--- src/sv/splc_pkg.sv ---
// Shared types and constants for the phosphorus leaching column.
`timescale 1ns / 1ps
`default_nettype none
package splc_pkg;

  localparam int unsigned W = 32;
  localparam int unsigned DW = 48;
  localparam logic [DW-1:0] MAX48 = {DW{1'b1}};

  localparam logic CFG_PARTITION = 1'b0;
  localparam logic CFG_PERC = 1'b1;

  // Multiplier operand select.
  typedef enum logic [2:0] {
    MS_BD_DEPTH, MS_AB_PART, MS_BD_THICK, MS_AB_PERC,
    MS_SOLP_RUNOFF, MS_SOLP_PERCO, MS_VAP_FRAC
  } msel_t;

  // Controller to datapath commands.
  typedef struct packed {
    logic  load;
    logic  mul_go;
    logic  mul_hi;
    msel_t msel;
    logic  save_xx;
    logic  save_ld;
    logic  div_go;
    logic  fin_surq;
    logic  fin_vap;
    logic  fin_tile;
    logic  out_load;
  } cmd_t;

  // Datapath to controller status.
  typedef struct packed {
    logic div_done;
    logic first;
    logic tile;
  } sts_t;

endpackage
`default_nettype wire

--- src/sv/splc_ctrl.sv ---
// Controller: sequences multiplies and divides for one layer.
`timescale 1ns / 1ps
`default_nettype none
module splc_ctrl
  import splc_pkg::*;
(
  input  wire logic clk,
  input  wire logic rst_n,
  input  wire logic in_valid,
  output logic      in_stall,
  output logic      out_valid,
  input  wire logic out_stall,
  input  wire sts_t sts,
  output cmd_t      cmd
);

  typedef enum logic [14:0] {
    S_IDLE  = 15'b000000000000001,
    S_M1    = 15'b000000000000010,
    S_M2    = 15'b000000000000100,
    S_M2H   = 15'b000000000001000,
    S_M3    = 15'b000000000010000,
    S_M4    = 15'b000000000100000,
    S_M4H   = 15'b000000001000000,
    S_SAVE  = 15'b000000010000000,
    S_RMUL  = 15'b000000100000000,
    S_RDIV  = 15'b000001000000000,
    S_LMUL  = 15'b000010000000000,
    S_LDIV  = 15'b000100000000000,
    S_LWAIT = 15'b001000000000000,
    S_TILE  = 15'b010000000000000,
    S_OUT   = 15'b100000000000000
  } state_t;

  state_t state_r, state_nxt;
  logic ovalid_r, ovalid_nxt;
  logic rwait_r, rwait_nxt;

  assign in_stall = (state_r != S_IDLE);
  assign out_valid = ovalid_r;

  // Step through the layer sequence.
  always_comb begin
    state_nxt = state_r;
    ovalid_nxt = ovalid_r && out_stall;
    rwait_nxt = rwait_r;
    cmd = '0;
    cmd.msel = MS_SOLP_PERCO;
    unique case (state_r)
      S_IDLE: begin
        if (in_valid) begin
          cmd.load = 1'b1;
          state_nxt = S_M1;
        end
      end
      S_M1: begin
        if (sts.first) begin
          cmd.msel = MS_BD_DEPTH; cmd.mul_go = 1'b1; state_nxt = S_M2;
        end else begin
          state_nxt = S_LMUL;
        end
      end
      S_M2: begin cmd.msel = MS_AB_PART; cmd.mul_go = 1'b1; state_nxt = S_M2H; end
      S_M2H: begin cmd.msel = MS_AB_PART; cmd.mul_hi = 1'b1; state_nxt = S_M3; end
      S_M3: begin
        cmd.save_xx = 1'b1;
        cmd.msel = MS_BD_THICK; cmd.mul_go = 1'b1; state_nxt = S_M4;
      end
      S_M4: begin cmd.msel = MS_AB_PERC; cmd.mul_go = 1'b1; state_nxt = S_M4H; end
      S_M4H: begin cmd.msel = MS_AB_PERC; cmd.mul_hi = 1'b1; state_nxt = S_SAVE; end
      S_SAVE: begin cmd.save_ld = 1'b1; state_nxt = S_RMUL; end
      S_RMUL: begin
        cmd.msel = MS_SOLP_RUNOFF; cmd.mul_go = 1'b1; state_nxt = S_RDIV;
        rwait_nxt = 1'b0;
      end
      S_RDIV: begin
        cmd.msel = MS_SOLP_RUNOFF;
        if (!rwait_r) begin
          cmd.div_go = 1'b1; rwait_nxt = 1'b1;
        end else if (sts.div_done) begin
          cmd.fin_surq = 1'b1; state_nxt = S_LMUL;
        end
      end
      S_LMUL: begin cmd.mul_go = 1'b1; state_nxt = S_LDIV; end
      S_LDIV: begin cmd.div_go = 1'b1; state_nxt = S_LWAIT; end
      S_LWAIT: begin
        if (sts.div_done) begin
          cmd.fin_vap = 1'b1;
          state_nxt = (sts.first && sts.tile) ? S_TILE : S_OUT;
        end
      end
      S_TILE: begin cmd.msel = MS_VAP_FRAC; cmd.fin_tile = 1'b1; state_nxt = S_OUT; end
      S_OUT: begin
        if (!ovalid_r || !out_stall) begin
          cmd.out_load = 1'b1; ovalid_nxt = 1'b1; state_nxt = S_IDLE;
        end
      end
      default: state_nxt = S_IDLE;
    endcase
  end

  always_ff @(posedge clk) begin
    if (!rst_n) begin
      state_r <= S_IDLE;
      ovalid_r <= 1'b0;
      rwait_r <= 1'b0;
    end else begin
      state_r <= state_nxt;
      ovalid_r <= ovalid_nxt;
      rwait_r <= rwait_nxt;
    end
  end

endmodule
`default_nettype wire

--- config.mk ---
export PLATFORM = sky130hd
export DESIGN_NAME = splc_ctrl
export DESIGN_NICKNAME = d
export VERILOG_FILES = /design/src/sv/splc_pkg.sv /design/src/sv/splc_ctrl.sv
export SDC_FILE = /design/constraint.sdc
export NUM_CORES = 1
export LEC_CHECK = 0
export ABC_AREA = 1
export BUFFER_PORTS_ARGS = -buffer_cell sky130_fd_sc_hd__buf_2
export CAP_MARGIN = 40
export CORE_UTILIZATION = 49
export CTS_BUF_LIST = sky130_fd_sc_hd__clkbuf_8
export CTS_CLUSTER_SIZE = 30
export DETAILED_ROUTE_END_ITERATION = 10
export PLACE_DENSITY = 0.71
export SLEW_MARGIN = 25
export SYNTH_ARGS = -nofsm -noshare
export SYNTH_HDL_FRONTEND = slang
export SYNTH_SLANG_ARGS = --single-unit
--- constraint.sdc ---
create_clock -name clk -period 4.83 [get_ports clk]
set_clock_uncertainty 0.2 [all_clocks]
set_input_delay 0.2415 -clock clk [delete_from_list [all_inputs] [get_ports clk]]
set_output_delay 0.2415 -clock clk [all_outputs]
set_load 0.03 [all_outputs]
==> qor.txt <==
Adder-Cell Fraction of Synth Area - 0%
Worst-path clk slew - 0.07 ns
Core Util, Final - 58.74%
Antenna-violating nets left - 0
1st-iter DRT viols - 34
Cell Area, Synth - 0.001294 mm2
Layout cells sized above 1 - 30.97%
Via count - 1,217
Routed Wire Length - 2.757 mm
Mux contribution to synthesized area - 0%
# hold bufs at CTS - 0
Gr ovfl total - 0
VDD IR max - 351.6 uV
N_diodes - 0
Worst slew margin - 53.97%
Max_cap viols - 0
Post-Syn Instances - 204
Simple-Gate Fraction of Synth Area - 56.09%
Library cells used by synthesis - 23
Post-synthesis compound-gate area fraction - 2.128%
H-Tree Depth - 1
Worst setup EP type - output port
Placed cells - 252
PortBufs - 21
Site Rows - 18
R2R depth - 8
Tot Pwr - 642.7 uW
Num Clock Sinks - 17
Post-synthesis xor/xnor area fraction - 0%
Final Non-Filler Cells - 256
Final hold violations - 0
CP peak stage delay - 0.33 ns
Die ar. - 0.002850 mm2
#FFs+latches synth - 17
Worst-skew pair later-pin latency - 0.26 ns
RD Place Congestion - 0.8853
Final net count - 234
P_leak - 0.8792 nW
Part of the cycle the worst path needs - 48.14%
Largest family of logic cells by synthesized area - simple AND/OR/NAND/NOR gates
Crit path arrival time - 1.88 ns
Register area - 340.3 um2
HPWL after DPL - 2.207 mm
Worst Path Class, Setup - flip-flop to output port
Post-Route Setup TNS - 0 ns
Setup bufs post-CTS - 0
Final setup fails - 0
Syn Nets - 211
Slew @ Worst Pin - 0.6897 ns
Worst EP required - 4.39 ns
Via density - 4.754
Critical path's slowest cell - dfxtp_1
Die W - 53.39 um
Routed len/inst - 10.77 um
Avg Inst Size Synth - 6.342 um2
Hold Crit Depth - 3
Status - complete, no violations
Most common cell after layout, fill and taps aside - nand2_1
Initial core utilization - 52.22%
CP cell instances - nor2_2, nand2_2, nor2_4, nand4_2, nor2_1, nor3_1, nand4_1, buf_2
Filler cells - 261
Multi-input gate area - 753.2 um2
Met1 Track Usage GR - 32.20%
Hold Path Class - input pin to flip-flop
Met3 Use GR - 2.586%
Most frequent cells in the layout - nand2_1 (40), nor2_1 (35), inv_1 (32), buf_2 (21), dfxtp_1 (17)
CTS tree - built
Unrepaired setup endpoints after global routing - false
Register area share after synthesis - 26.31%
CTS root buffer - clkbuf_8
Total GRT Usage - 23.44%
CTS resizes - 0
Clock Path Buffers - 2
Initial antenna violation count - 0
Die height - 53.39 um
P&R area growth vs syn - 12.48%
I/O pin count - 22
Warning count from the yosys run - 0
First-pass GRT wire length - 4.712 mm
CP Launch Type - flip-flop
CORE AREA - 0.002477 mm2
CP Max Fanout - 12
Total power per unit cell area - 441.7 mW/mm2
GRT Max-Usage Layer - met2
Largest net degree at the start of global routing - 15
Grt met2 use - 36.04%
Vias in the first global route - 1,119
Detailed Routing Iterations Pass 1 - 4
Num CTS Buffers - 3
DRC - 0
Post-layout min period - 2.325 ns
Max Clock Freq - 430.1 MHz
Max Slew Vio Count - 0
-- registers in the layout (all words and copies together), names as in the netlist --
signal and count:
state_r 15, rwait_r 1, out_valid 1
-- metal layers --
metal / vias up / share of wire (%)
met1: 518 / 52
met5: - / 0
li1: 668 / -
met3: 5 / 4.0
met4: 0 / 1.7
met2: 26 / 42
-- final cells by class --
cell class | count | share of cell area, %
Clock buffer | 3 | 2.837
Timing Repair Buffer | 21 | 7.223
Sequential cell | 17 | 23.39
Tap cell | 30 | 2.580
Clock inverter | 1 | 0.3439
Inverter | 46 | 11.87
Multi-Input combinational cell | 138 | 51.76
-- per-stage QoR --
step | cell area [um2] | setup WS [ns] | hold slack, ns
floorplan | 1294 | 2.880 | 0.1619
global placement | 1409 | 2.798 | 0.2573
detailed placement | 1409 | 2.787 | 0.2643
CTS | 1455 | 2.508 | 0.05039
global route | 1455 | 2.355 | 0.07076
finish | 1455 | 2.505 | 0.04741
-- cell usage after synthesis --
| master | count | area [um2] |
|---|---|---|
| nand3b_2 | 2 | 22.52 |
| nand4_2 | 2 | 25.02 |
| nor3b_1 | 1 | 7.510 |
| a21oi_1 | 3 | 15.01 |
| nand2_4 | 2 | 22.52 |
| nor2_8 | 1 | 20.02 |
| inv_1 | 32 | 120.1 |
| nand3_1 | 16 | 80.08 |
| and3_1 | 1 | 6.260 |
| buf_2 | 1 | 5.000 |
| dfxtp_1 | 17 | 340.3 |
| nor2_4 | 4 | 45.04 |
| nand3_2 | 11 | 110.1 |
| inv_2 | 14 | 52.55 |
| nand2_1 | 40 | 150.1 |
| o211ai_1 | 1 | 7.510 |
| nand2_2 | 3 | 18.77 |
| nand4_1 | 3 | 18.77 |
| nor2_2 | 6 | 37.54 |
| buf_6 | 2 | 22.52 |
| o21ai_1 | 1 | 5.000 |
| nor3_1 | 6 | 30.03 |
| nor2_1 | 35 | 131.4 |
-- where the power goes --
group | internal, mW | total [mW] | switching (mW)
registers | 0.157 | 0.168 | 0.0113
clock network | 0.0575 | 0.112 | 0.0545
logic | 0.103 | 0.363 | 0.260
total | 0.317 | 0.643 | 0.325
-- critical path: cells and delay by family (launching register included) --
| kind | cells | cell delay [ns] |
|---|---|---|
| and+or+nand+nor | 7 | 1.09 |
| DFF | 1 | 0.33 |
| buffers and inverters | 1 | 0.20 |
-- worst paths after layout --
kind / from / to / slack [ns]
setup / recovery: state_r[10] / cmd[11] / 2.50
hold / removal: out_stall / out_valid / 0.05
setup reg to reg: state_r[8] / state_r[13] / 2.87
hold reg to reg: rwait_r / rwait_r / 0.28
-- cell families after synthesis --
logic type,Yosys count
AND/OR/NAND/NOR,133
buffers and inverters,49
flip-flops,17
AO/OA/AOI/OAI,5
Note: power is estimated with default switching activity, not from simulation.
